File: config.mk
export PLATFORM = sky130hd
export DESIGN_NAME = eqs_ram
export DESIGN_NICKNAME = d
export VERILOG_FILES = /design/src/hw/rtl/eqs_ram.sv
export SDC_FILE = /design/constraint.sdc
export NUM_CORES = 1
export LEC_CHECK = 0
export BUFFER_PORTS_ARGS = -buffer_cell sky130_fd_sc_hd__buf_2
export CAP_MARGIN = 15
export CORE_MARGIN = 3
export CORE_UTILIZATION = 25
export CTS_CLUSTER_SIZE = 20
export DETAILED_ROUTE_END_ITERATION = 10
export PLACE_DENSITY = 0.48
export SLEW_MARGIN = 20
export SYNTH_ARGS = -nofsm -noshare
export SYNTH_HDL_FRONTEND = slang
export SYNTH_SLANG_ARGS = --single-unit
File: constraint.sdc
create_clock -name clk -period 2 [get_ports clk]
set_input_delay 0.2 -clock clk [delete_from_list [all_inputs] [get_ports clk]]
set_output_delay 0.2 -clock clk [all_outputs]
set_load 0.005 [all_outputs]
File: src/hw/rtl/eqs_ram.sv
`timescale 1ns / 1ps
// ----------------------------------------------------------------------------
// eqs_ram: generic single-port RAM
// One write or one read per cycle; read data is registered.
// ----------------------------------------------------------------------------
module eqs_ram #(
	parameter int unsigned WIDTH = 8,
	parameter int unsigned DEPTH = 16
) (
	input  logic                     clk,
	input  logic                     we,
	input  logic [$clog2(DEPTH)-1:0] addr,
	input  logic [WIDTH-1:0]         wdata,
	output logic [WIDTH-1:0]         rdata
);
	logic [WIDTH-1:0] mem_q [DEPTH];

	always_ff @(posedge clk) begin
		if (we) begin
			mem_q[addr] <= wdata;
		end
		rdata <= mem_q[addr];
	end
endmodule

* Word-level counts from Yosys, hierarchy flattened
Memory sizes are Yosys's and may differ from the RTL's. A register that Yosys moved wholly into a read port is not among the register bits.
Cells that the tools add are included.
** Word-level totals
- Bits in registers :: 0
- Bits in writable memories :: 128
- Bits of input ports :: 14
- Output and inout bits :: 8
- Logic and storage cells :: 3
- Memories kept :: 1
** Operators by class
- Muxes and demuxes :: 2
** Memory list
- mem_q :: words 16, bits a word 8, read ports 1, clocked after Yosys merged registers in 1, wr ports 1, line 16 : logic [WIDTH-1:0] mem_q [DEPTH];
** Operators with widths (count)
- 1-bit 2-to-1 mux :: 2

* Logic depth before layout (Yosys ltp)
- Word-level depth :: 2
- Mapped depth :: 5
- Mapped depth without buffers :: 3

* Worst setup path before layout
OpenSTA, ideal clock, no wires.
- Kind :: input to register
- Start point :: input port addr[2]
- End point :: memory mem_q[0][0], enable pin
- Arrival time :: 1310 ps
- Path slack :: 307 ps
- Cell stages on the path :: 2
- Path buffers :: 0
- Path through :: or3b_2 -> nor3_1
** RTL lines
- from (decl) :: line 12 : input logic [$clog2(DEPTH)-1:0] addr,
- to (decl) :: line 16
No word-level cell before the write port.

==> summary.txt <==
final setup margin - 0.6093 ns
commonest cells after routing, fill and taps aside - 128 x edfxtp_1, 32 x mux4_2, 21 x buf_2
CTS tree - yes
FF+latch count, synth - 136
post-synthesis xor/xnor area fraction - 0%
I/O pin count - 22
Mapped Nets - 244
Peak VDD IR - 592.4 µV
synthesized area per cell - 22.03 µm²
status - finished, final reports clean
final setup violation count - 0
Startpoint Class - flop
final cycle utilization of the critical path - 69.53%
Lkg Pwr - 2.038 nW
WL final - 9.872 mm
relative slew slack - 58.39%
CP required - 2.28 ns
Synth Warn # - 0
Clock Tree Buf Depth - 2
Setup TNS - 0 ns
final HPWL from detailed placement - 6.688 mm
Synth Cell Area - 5067 µm²
Finished Layout Cells - 559
post-placement worst setup slack - 0.2466 ns
adder-cell area share of the yosys netlist - 0%
Die ar. - 22,010 µm²
Routed Antenna Nets - 0
most common cell after layout, fill and taps aside - edfxtp_1
via-per-instance ratio - 4.197
wire per inst - 17.66 µm
htree depth - 4
root buffer cell - clkbuf_16
IO Port Bufs - 21
Multi-input gate area - 1003 µm²
diode count - 0
vias post-DR - 2,346
Max Freq - 719.1 MHz
initial antenna violation count - 0
Sink Count - 136
Gate Count Post-Synth - 230
num rows - 51
filler cell count - 1,866
first-pass GRT wire length - 15.35 mm
Clock Latency Late Sink - 0.41 ns
layout cells sized above 1 - 35.03%
Yosys cell types - 18
met3 GRT Util - 3.595%
met1 Usage GRT - 13.63%
largest net degree at the start of global routing - 23
critical-path maximum fanout - 1
grt ovf - 0
met2 Use GR - 13.86%
Final Hold Slack - 0.1817 ns
overall routing resource usage - 9.705%
DP Cell Count - 527
Seq/Total Area, Yosys - 79.01%
largest family of logic cells by synthesized area - multiplexers
vias in the first global route - 2,451
Least-Margin Pin Slew - 0.6229 ns
CTS Buf Count - 17
pwr/cell area - 1064 nW/µm²
clock-pin slew on the worst setup and hold paths - 0.06 ns
core footprint - 19,720 µm²
Routability Congestion - 0.7416
Post-CTS Setup Bufs - 0
die width - 148.4 µm
simple-gate share of the synthesized area - 3.210%
Layout Area Growth over Synthesis - 22.91%
Max-Cap Viols - 0
CP cell instances - mux4_2 -> a22oi_1 -> nand2_1
Worst Hold Class - in -> reg
Initial Util - 25.70%
WS Path Type - reg -> reg
Setup crit end kind - flop
crit path time final - 1.391 ns
Worst EP arrival - 1.67 ns
register area - 4004 µm²
largest stage delay on the critical path - 0.48 ns
total power - 6.628 mW
max-slew violation count - 0
Clock Skew - 0.005945 ns
CTS Hold Bufs - 0
RSZ-0062 raised after global routing - no
DR iter-0 viols - 171
Resized cells post-CTS - 0
Die H - 148.4 µm
final hold vios - 0
compound-gate portion of the synthesized area - 2.370%
multiplexer share of the synthesized area - 14.22%
final-stage net count - 295
GR peak layer - met2
CP max-delay cell - mux4_2
DRC viols - 0
first-pass iteration count of the detailed router - 5
==> path summary, 6_finish.rpt <==
| check | endpoint | slack [ns] | cells past startpoint | startpoint |
|---|---|---|---|---|
| worst min register to register | rdata[5] | 0.67 | 3 | mem_q[15][5] |
| worst max-delay path | rdata[4] | 0.61 | 3 | mem_q[3][4] |
| worst max register to register | rdata[4] | 0.61 | 3 | mem_q[3][4] |
| worst min-delay path | mem_q[12][7] | 0.18 | 1 | wdata[7] |
==> flip-flops by register name (all words and copies together), names as in the netlist <==
register and count:
mem_q 128, rdata 8
==> cell usage after synthesis, drive strengths merged <==
cell type  instances  area (µm²)
nand3              1       5.000
edfxtp           128        3844
buf                8       47.54
nor3               4       20.02
mux4              32       720.7
nor2b              2       12.51
and2               1       6.260
nor2              13       48.80
nand2              9       33.78
clkbuf             3       12.51
nand3b             2       15.01
dfxtp              8       160.2
nand2b             2       12.51
or3b               1       8.760
a22oi             16       120.1
==> where the power goes <==
part           switching [mW]  internal, mW
clock network            1.05          2.07
logic                   0.172         0.132
registers              0.0178          3.19
total                    1.24          5.39
==> worst max-delay path: cells and delay by family (launching register included) <==
family | cells | cell delay [ns]
DFF | 1 | 0.36
muxes | 1 | 0.48
AOI/OAI and AO/OA | 1 | 0.32
and+or+nand+nor | 1 | 0.10
==> metal layers <==
metal	share of wire, %	vias up
met1	48	1211
met2	46	58
met5	0	-
met3	5.8	9
met4	1.1	0
li1	-	1068
==> cell families after synthesis <==
group,after synthesis
AOI/OAI and AO/OA,16
buffers and inverters,11
DFF,136
muxes,32
and+or+nand+nor,35
==> through the flow <==
| stage | instance area, µm² | utilization [%] |
|---|---|---|
| 5_1_grt | 6228 | 31.59 |
| 3_5_place_dp | 5634 | 28.57 |
| 4_1_cts | 6228 | 31.59 |
| 3_3_place_gp | 5634 | 28.57 |
| 2_1_floorplan | 5067 | - |
| 6_report | 6228 | 31.59 |
==> final cells by class <==
class	instances	share of cell area (%)
Timing Repair Buffer	43	4.741
Clock buffer	21	7.071
Multi-Input combinational cell	83	16.11
Clock inverter	11	2.471
Sequential cell	136	64.28
Tap cell	265	5.323
No activity file was read; power rests on OpenSTA's default activity.
