### src/hw/rtl/eqs_pkg.sv
`timescale 1ns / 1ps
// ----------------------------------------------------------------------------
// eqs_pkg: shared types and constants of the empirical quality sampler
// Sizes, register indexes, status codes and the sequencer state encoding.
// ----------------------------------------------------------------------------
package eqs_pkg;
	localparam int unsigned POSITIONS = 256;
	localparam int unsigned ENTRIES   = 64;
	localparam int unsigned SCALE     = 1000000;
	localparam int unsigned POS_W     = $clog2(POSITIONS);
	localparam int unsigned ENT_W     = $clog2(ENTRIES);
	localparam int unsigned ROWS      = 8 * POSITIONS;
	localparam int unsigned ROW_W     = $clog2(ROWS);
	localparam int unsigned ADDR_W    = ROW_W + ENT_W;
	localparam int unsigned LEN_W     = $clog2(ENTRIES + 1);
	localparam int unsigned KEY_W     = 20;
	localparam int unsigned QUAL_W    = 7;
	localparam int unsigned NUM_W     = 52;
	localparam int unsigned DIV_CNT_W = $clog2(NUM_W + 1);
	localparam logic [KEY_W-1:0] KEY_MAX = '1;

	localparam logic [2:0] REG_SEP   = 3'd0;
	localparam logic [2:0] REG_SHIFT1 = 3'd1;
	localparam logic [2:0] REG_SHIFT2 = 3'd2;
	localparam logic [2:0] REG_MINQ  = 3'd3;
	localparam logic [2:0] REG_MAXQ  = 3'd4;

	localparam logic [1:0] ST_OK       = 2'd0;
	localparam logic [1:0] ST_EMPTY    = 2'd1;
	localparam logic [1:0] ST_UNCOVER  = 2'd2;
	localparam logic [1:0] ST_ZERO_TOT = 2'd3;

	typedef enum logic [8:0] {
		S_CLEAR = 9'b000000001,
		S_IDLE  = 9'b000000010,
		S_LOOK  = 9'b000000100,
		S_DIV   = 9'b000001000,
		S_WRITE = 9'b000010000,
		S_LEN   = 9'b000100000,
		S_READ  = 9'b001000000,
		S_CMP   = 9'b010000000,
		S_DONE  = 9'b100000000
	} state_t;
endpackage

### src/hw/rtl/eqs_div.sv
`timescale 1ns / 1ps
// ----------------------------------------------------------------------------
// eqs_div: restoring divider, one quotient bit per cycle
// Computes ceil(count*SCALE/total) saturated to the key range.
// ----------------------------------------------------------------------------
module eqs_div (
	input  logic                       clk,
	input  logic                       arst_n,
	input  logic                       start,
	input  logic [31:0]                count,
	input  logic [31:0]                total,
	output logic                       done,
	output logic [eqs_pkg::KEY_W-1:0]  key
);
	import eqs_pkg::*;

	logic [NUM_W-1:0]     num_q;
	logic [NUM_W-1:0]     quo_q;
	logic [32:0]          rem_q;
	logic [31:0]          den_q;
	logic [DIV_CNT_W-1:0] cnt_q;
	logic                 busy_q;
	logic [NUM_W-1:0]     prod;
	logic [32:0]          trial;
	logic [32:0]          diff;

	// count*SCALE fits in 52 bits; add total-1 for the ceiling
	assign prod  = NUM_W'({20'd0, count} * NUM_W'(SCALE)) + NUM_W'(total) - NUM_W'(1);
	assign trial = {rem_q[31:0], num_q[NUM_W-1]};
	assign diff  = trial - {1'b0, den_q};

	always_ff @(posedge clk or negedge arst_n) begin
		if (!arst_n) begin
			busy_q <= 1'b0;
			cnt_q  <= '0;
			done   <= 1'b0;
		end else begin
			done <= !start && busy_q && (cnt_q == DIV_CNT_W'(1));
			if (start) begin
				busy_q <= 1'b1;
				cnt_q  <= DIV_CNT_W'(NUM_W);
			end else if (busy_q) begin
				cnt_q <= cnt_q - 1'b1;
				if (cnt_q == DIV_CNT_W'(1)) begin
					busy_q <= 1'b0;
				end
			end
		end
	end

	always_ff @(posedge clk) begin
		if (start) begin
			num_q <= prod;
			den_q <= total;
			rem_q <= '0;
			quo_q <= '0;
		end else if (busy_q) begin
			num_q <= {num_q[NUM_W-2:0], 1'b0};
			if (!diff[32]) begin
				rem_q <= diff;
				quo_q <= {quo_q[NUM_W-2:0], 1'b1};
			end else begin
				rem_q <= trial;
				quo_q <= {quo_q[NUM_W-2:0], 1'b0};
			end
		end
	end

	assign key = (|quo_q[NUM_W-1:KEY_W]) ? KEY_MAX : quo_q[KEY_W-1:0];
endmodule
### config.mk
export PLATFORM = sky130hd
export DESIGN_NAME = eqs_div
export DESIGN_NICKNAME = d
export VERILOG_FILES = /design/src/hw/rtl/eqs_pkg.sv /design/src/hw/rtl/eqs_div.sv
export SDC_FILE = /design/constraint.sdc
export NUM_CORES = 1
export LEC_CHECK = 0
export BUFFER_PORTS_ARGS = -buffer_cell sky130_fd_sc_hd__buf_2
export CORE_MARGIN = 2
export CORE_UTILIZATION = 64
export DETAILED_ROUTE_END_ITERATION = 12
export GPL_TIMING_DRIVEN = 0
export PLACE_DENSITY = 0.83
export SKIP_LAST_GASP = 1
export SYNTH_ARGS = -nofsm -noshare
export SYNTH_HDL_FRONTEND = slang
export SYNTH_SLANG_ARGS = --single-unit
export TNS_END_PERCENT = 20
### constraint.sdc
create_clock -name clk -period 3.75 [get_ports clk]
set_input_delay 0.75 -clock clk [delete_from_list [all_inputs] [get_ports clk]]
set_output_delay 0.75 -clock clk [all_outputs]
set_load 0.02 [all_outputs]
* Word-level counts from Yosys, hierarchy flattened *
Cells that the tools add are included.

operators by class
  mux-type cells = 10
  $lt $le $gt $ge = 0
  reduce and logical (&&, ||, !) cells = 5
  div/mod/pow operators = 0
  equal/unequal tests = 1
  shift-type cells = 0
  bitwise operators = 0
  multipliers = 1
  add/subtract/negate cells = 4

operators by type and width
  cell                                                                    count
  52-bit two-way mux                                                      2
  52-bit by 32-bit adder with 52-bit output                               1
  52-bit by 1-bit subtractor with 52-bit output (second input constant)   1
  32-bit by 14-bit multiplier with 46-bit output (second input constant)  1
  33-bit by 32-bit subtractor with 33-bit output                          1
  32-bit two-way mux                                                      1
  32-bit OR reduction                                                     1
  20-bit two-way mux                                                      1
  6-bit two-way mux                                                       2
  6-bit by 1-bit == test with 1-bit output (second input constant)        1
  6-bit by 1-bit subtractor with 6-bit output (second input constant)     1
  1-bit two-way mux                                                       4
  1-bit logical AND                                                       2
  2-bit nonzero test                                                      1
  1-bit logical NOT                                                       1

word-level totals
  memories kept = 0
  memory bits (read-only) = 0
  bits in registers = 176
  RAM bits = 0
  output and inout port bits = 21
  latch bits = 0

* Depth between registers and ports, before layout *
Gate-level depths: netlist of run 1.

  word-level depth = 4
  gate-level depth with buffers = 36

* Least setup slack after synthesis of run 1 *
Ideal clock, no wire load.

  kind = in2reg
  start = input port count[7]
  end = register num_q[49] (data pin)
  buffers on the path = 1
  setup slack = -5.214 ns
  data arrival time = 8.698 ns
  setup time = 0.266 ns
  stages on the path = 36
  required time = 3.484 ns
  cells stage by stage = inv_1 -> fa_1 -> inv_1 -> fa_1 -> fa_1 -> fa_1 -> ha_1 -> inv_1 -> fa_1 -> inv_1 -> ha_1 -> buf_4 -> a21oi_1 -> nand2_1 -> a31oi_1 -> nand2_1 -> a41oi_1 -> o21ai_0 -> a31oi_1 -> o21ai_0 -> a31oi_1 -> xor2_1 -> inv_1 -> ha_1 -> nand4_1 -> or3_1 -> or4_1 -> a2111oi_2 -> o31ai_1 -> nand2_1 -> a31oi_2 -> o21ba_2 -> or4_4 -> a31oi_4 -> o2111ai_1 -> or3b_1

on the way
  longest elaborated chain between the ends = 4

RTL lines
  element                                         line           text
  start: declaration                              eqs_div.sv:10  input logic [31:0] count,
  32-bit by 14-bit multiplier with 46-bit output  eqs_div.sv:28  assign prod = NUM_W'({20'd0, count} * NUM_W'(SCALE)) + NUM_W'(total) - NUM_W'(1);
  52-bit by 32-bit adder with 52-bit output       eqs_div.sv:28
  52-bit by 1-bit subtractor with 52-bit output   eqs_div.sv:28
  52-bit two-way mux                              eqs_div.sv:52  if (start) begin
  end signal: assignment                          eqs_div.sv:53  num_q <= prod;
  end signal: assignment                          eqs_div.sv:58  num_q <= {num_q[NUM_W-2:0], 1'b0};
  end: declaration                                eqs_div.sv:17  logic [NUM_W-1:0] num_q;

No other way between the ends.
A chain may end at the register's enable or synchronous reset.

* Worst setup path in the final report of run 1 *
  start = input port count[12]
  end = register num_q[49] (data pin)

The elaborated chain is that of the path after synthesis.

==> metrics.cfg, run 1 <==
[run_status]
status=complete, but fails checks
violations=negative setup slack

[drt]
drt_wl_total_um=48840
drt_iter0_drc=1321
wl_met1_um=20460
wl_per_cell_um=18.35
top_layer_used=met4
met2RoutedLength_um=24160
wl_met3_um=2387
vias=15780
viasPerCell=5.928
drc=0
dr.pass1.iters=5
antenna_left=0

[clock_tree]
clk_pin_slew_ps=70
cts_buffer_depth=2
cts.sinks=176
cts-htree-levels=4
tritoncts=done
cts_made_buffers=17
clock_latency_ps=440
root_buffer=clkbuf_16

[worst_setup_path]
worstSetupStartpointType=primary input
crit_path_top_delay_cell=fa_1
end_kind=register
critPathMaxFanout=8
arrival_ps=8840
crit_top_cell=fa_1
required_ps=3940
critPathKind=primary input to register
critical_path.max_stage_delay_ps=560

[logic_synthesis]
synthCells=2086
syn_nets=2552
synthArstFlopShare_pct=4.545
synth_edf_count=84
ys.flop_type=edfxtp_1
synth_seq_area_share_pct=23.02
yosysUniqueCellTypes=92
syn-cell-area_mm2=0.01913
synth_top_area_share_pct=17.13
post_synth.cell_area_avg_um2=9.172
yosys_warnings=0
netlist_top_cells_area=ha_1 (17%), fa_1 (14%), edfxtp_1 (13%), dfxtp_1 (8.8%), inv_1 (6.8%)
netlist.top_cell.by_area=ha_1
ys_seq_elements=176

[place]
placedCellCount=2564
port_buffers=87
pre_cts_ws_ps=-5994
dp_hpwl_um=35440
gp_congestion=0.9238

[grt]
grt_start_max_net_pins=35
grt_pass1_vias=15770
overflow=0
grt_use_total_pct=29.74
antenna_found_initial=0
grt_first_pass_wirelength_um=75190

[floorplan]
fp.dieH_um=176.9
initial_utilization_pct=64.73
ioPinCount=88
rows=63
core_area_mm2=0.02956
die_w_um=176.9
die_area_mm2=0.03130

[layout]
area_delta_synth_final_pct=17.11
fin_nets=2724
drive_gt1_share_pct=19.59
num_antenna_cells=0
final-instance-count-excl-fill=2661

[sta]
setup_viol=68
clock.fmax_mhz=115.5
fin_crit_ps=8657
final_max_slew_viol_count=0
slew_headroom_pct=44.41
hold_violations=0
fin_skew_ps=6.972
rsz0062_at_grt=true
worst_pin_slew_ps=833.8
finalCritPeriodShare_pct=230.9
fin_ws_ps=-4907

[min_path]
hold_path_class=primary input to async pin

[job]
maxCapViolations=0

[worst max-delay path: cells and delay by family]
family	cells	cell delay [ps]
XOR/XNOR	1	160
AND/OR/NAND/NOR	5	1180
AO/OA/AOI/OAI	13	2410
adder cells (fa/ha/maj)	8	3340
buffers and inverters	9	990
[sequential cells by signal, summed over array words and instances, names as in the netlist]
name    cells
quo_q      52
den_q      32
num_q      52
done        1
rem_q      32
cnt_q       6
busy_q      1
[timing repair]
item | CTS | global route
pin swaps | 80 | 74
hold buffers | 0 | 0
gates resized for setup | 152 | 109
setup buffers | 44 | 30
setup endpoints to repair | 68 | 72
cloned | 0 | 0
[cells by family after synthesis]
family	count (synthesis)	share of synthesized area [%]
DFF	176	23.02
AOI/OAI and AO/OA	409	14.41
xor gates and xnor gates	121	5.689
muxes	98	5.388
and+or+nand+nor	465	11.50
adders and majority gates	401	31.57
buffers and inverters	416	8.423
[worst paths after layout]
kind,from,endpoint,slack (ps),cells after the start
max,count[12],num_q[49],-4910,36
min,arst_n,cnt_q[0],150,1
max reg2reg,num_q[51],rem_q[25],-660,16
min reg2reg,rem_q[17],rem_q[18],500,2
max in group asynchronous,arst_n,cnt_q[4],3410,1
min in group clk,rem_q[17],rem_q[18],500,2
[synth_stat cells (all sizes together) (5+ instances only)]
master / count
a211o: 5
nor2b: 12
o211ai: 14
nor4: 15
ha: 262
and2: 11
nor2: 146
and3: 9
a41oi: 6
nand4: 21
mux2i: 58
mux2: 40
o31ai: 6
nand2b: 11
nand3: 25
or3: 27
nand2: 138
and4: 5
a21o: 56
xor2: 46
xnor2: 74
dfrtp: 8
a211oi: 18
dfxtp: 84
o21a: 11
inv: 349
buf: 18
clkbuf: 49
edfxtp: 84
a311oi: 22
a21oi: 117
o311ai: 5
o21ai: 66
fa: 137
nand3b: 5
a31oi: 18
nor3: 29
a31o: 7
o21bai: 19
[stage by stage]
step | setup TNS, ps | util (%) | hold WS [ps] | area, µm²
3_5_place_dp | -165260 | 68.36 | 490.9 | 20210
2_1_floorplan | -117030 | - | 454.4 | 19260
3_3_place_gp | -177690 | 68.28 | 482.2 | 20180
6_report | -138310 | 75.81 | 153.8 | 22410
4_1_cts | -131920 | 73.63 | 143.1 | 21770
5_1_grt | -152100 | 75.81 | 157.1 | 22410
[layout by cell type, fill, tap and decap left out, drive strengths merged, types with 66 or more instances in the layout]
master | Yosys | layout
a21oi | 117 | 117
inv | 349 | 341
xnor2 | 74 | 74
nand2 | 138 | 138
o21ai | 66 | 66
ha | 262 | 262
buf | 18 | 176
fa | 137 | 137
edfxtp | 84 | 84
nor2 | 146 | 146
dfxtp | 84 | 84
[layout make-up]
class | count | area, µm²
multi-input cells | 1494 | 14140
fillers | 1941 | 7152
flip-flops and latches | 176 | 4404
inverters | 349 | 1363
repair buffers | 162 | 1171
well taps | 390 | 488.0
clock buffers | 20 | 457.9
plain buffers | 58 | 299.0
clock inverters | 12 | 82.58
[layer usage]
metal	GRT usage, %	up-vias
li1	-	7490
met1	37.80	7587
met2	52.78	564
met3	3.157	134
met4	10.16	0
met5	0	-
Power of run 1 is not shown: default switching activity piles up to over one toggle a cycle in this logic, so the estimate is an artifact.
==> inputs of run 2 (changes only) <==
--- a/config.mk
+++ b/config.mk
@@ -11,6 +11,7 @@
 export DETAILED_ROUTE_END_ITERATION = 12
 export GPL_TIMING_DRIVEN = 0
 export PLACE_DENSITY = 0.83
+export RECOVER_POWER = 50
 export SKIP_LAST_GASP = 1
 export SYNTH_ARGS = -nofsm -noshare
 export SYNTH_HDL_FRONTEND = slang
==> run 2 against run 1 <==
The run still ends with negative setup slack left. Hold slack better by 92 ps. Non-clock buffer count stayed put. Cell count stayed put. Routed wire length is 0.15% lower. Die area stayed put. Register-to-register slack better by 20 ps.
==> metrics.cfg, run 2 (same netlist as run 1, synthesis figures left out) <==
[run_status]
status=complete, but fails checks
violations=negative setup slack

[grt]
overflow=0
antenna_found_initial=0
grt_pass1_vias=15770
grt_start_max_net_pins=35
grt_first_pass_wirelength_um=75190
grt_use_total_pct=29.74

[sta]
rsz0062_at_grt=true
worst_pin_slew_ps=793.5
hold_violations=0
fin_crit_ps=8655
fin_ws_ps=-4905
finalCritPeriodShare_pct=230.8
final_max_slew_viol_count=0
fin_skew_ps=7.707
setup_viol=68
slew_headroom_pct=47.10
clock.fmax_mhz=115.5

[floorplan]
die_w_um=176.9
core_area_mm2=0.02956
ioPinCount=88
initial_utilization_pct=64.73
rows=63
die_area_mm2=0.03130
fp.dieH_um=176.9

[worst_setup_path]
crit_path_start=count[12]
arrival_ps=8840
r2r-start=num_q[51]
critPathKind=primary input to register
critPathMaxFanout=8
required_ps=3930
r2r_cells=16
end_kind=register
worstSetupStartpointType=primary input
critical_path.max_stage_delay_ps=560
crit_top_cell=fa_1
crit_path_top_delay_cell=fa_1

[layout]
top_regs=num_q x52, quo_q x52
num_antenna_cells=0
final_common_cell=inv_1
drive_gt1_share_pct=18.19
fin_nets=2724
area_delta_synth_final_pct=16.90
final_cell_mix=inv_1 (311), ha_1 (231), nor2_1 (142)

[clock_tree]
cts_made_buffers=17
cts.sinks=176
root_buffer=clkbuf_16
cts-htree-levels=4
cts_buffer_depth=2
clk_pin_slew_ps=70
clock_latency_ps=440
tritoncts=done
ctsHoldBuffers=0

[drt]
drc=0
drt_iter0_drc=1402
wl_per_cell_um=18.32
antenna_left=0
dr.pass1.iters=6
viasPerCell=5.952
drt_wl_total_um=48760
vias=15840

[min_path]
hold_path_class=primary input to async pin

[place]
port_buffers=87
dp_hpwl_um=35440
pre_cts_ws_ps=-5994
gp_congestion=0.9238

[job]
maxCapViolations=0

## run 2: cell types whose count changed in the layout (fill, tap and decap cells not counted)
cell,before,now
buf_1,3,2
buf_2,75,43
clkbuf_1,43,76
## run 2: what timing repair did
| action | 4_1_cts | 5_1_grt |
|---|---|---|
| pin swaps | 80 | 74 |
| setup endpoints to repair | 68 | 72 |
| buffers inserted | 44 | 30 |
| resized for setup | 152 | 109 |
## run 2: final timing paths
check | to | slack (ps)
min reg2reg | rem_q[17] | 500
max in group asynchronous | cnt_q[4] | 3160
max | num_q[49] | -4900
min | cnt_q[0] | 250
max reg2reg | rem_q[25] | -640
min in group clk | rem_q[17] | 500
## run 2: critical path, delay by kind of cell
| kind | cells | cell delay (ps) |
|---|---|---|
| AOI/OAI and AO/OA | 13 | 2410 |
| buffers and inverters | 9 | 990 |
| adders and majority gates | 8 | 3340 |
| xor gates and xnor gates | 1 | 160 |
| and+or+nand+nor | 5 | 1180 |
## run 2: cell type report
cell class / instances / area [µm²]
inverter: 349 / 1363
tap: 390 / 488.0
sequential: 176 / 4404
clock inverter: 12 / 82.58
buffer: 58 / 299.0
timing repair buffer: 162 / 1131
clock buffer: 20 / 457.9
fill: 1958 / 7192
multi-input combinational: 1494 / 14140
## run 2: routing by layer
| metal | wire, µm | vias up | global-route usage, % |
|---|---|---|---|
| li1 | - | 7499 | - |
| met1 | 20520 | 7638 | 37.80 |
| met2 | 24180 | 564 | 52.78 |
| met3 | 2265 | 137 | 3.157 |
| met4 | 1797 | 0 | 10.16 |
| met5 | 0 | - | 0 |
## run 2: per-stage QoR
| step | hold WS [ps] | instance area [µm²] | TNS [ps] | std cells | utilization [%] |
|---|---|---|---|---|---|
| 5_1_grt | 266.2 | 22370 | -152100 | 2661 | 75.67 |
| 6_report | 245.9 | 22370 | -137790 | 2661 | 75.67 |
| 2_1_floorplan | 454.4 | 19260 | -117030 | 2086 | - |
| 3_5_place_dp | 490.9 | 20210 | -165260 | 2564 | 68.36 |
| 4_1_cts | 143.1 | 21770 | -131920 | 2634 | 73.63 |
| 3_3_place_gp | 482.2 | 20180 | -177690 | 2563 | 68.28 |
Power of run 2 is left out for the same reason.
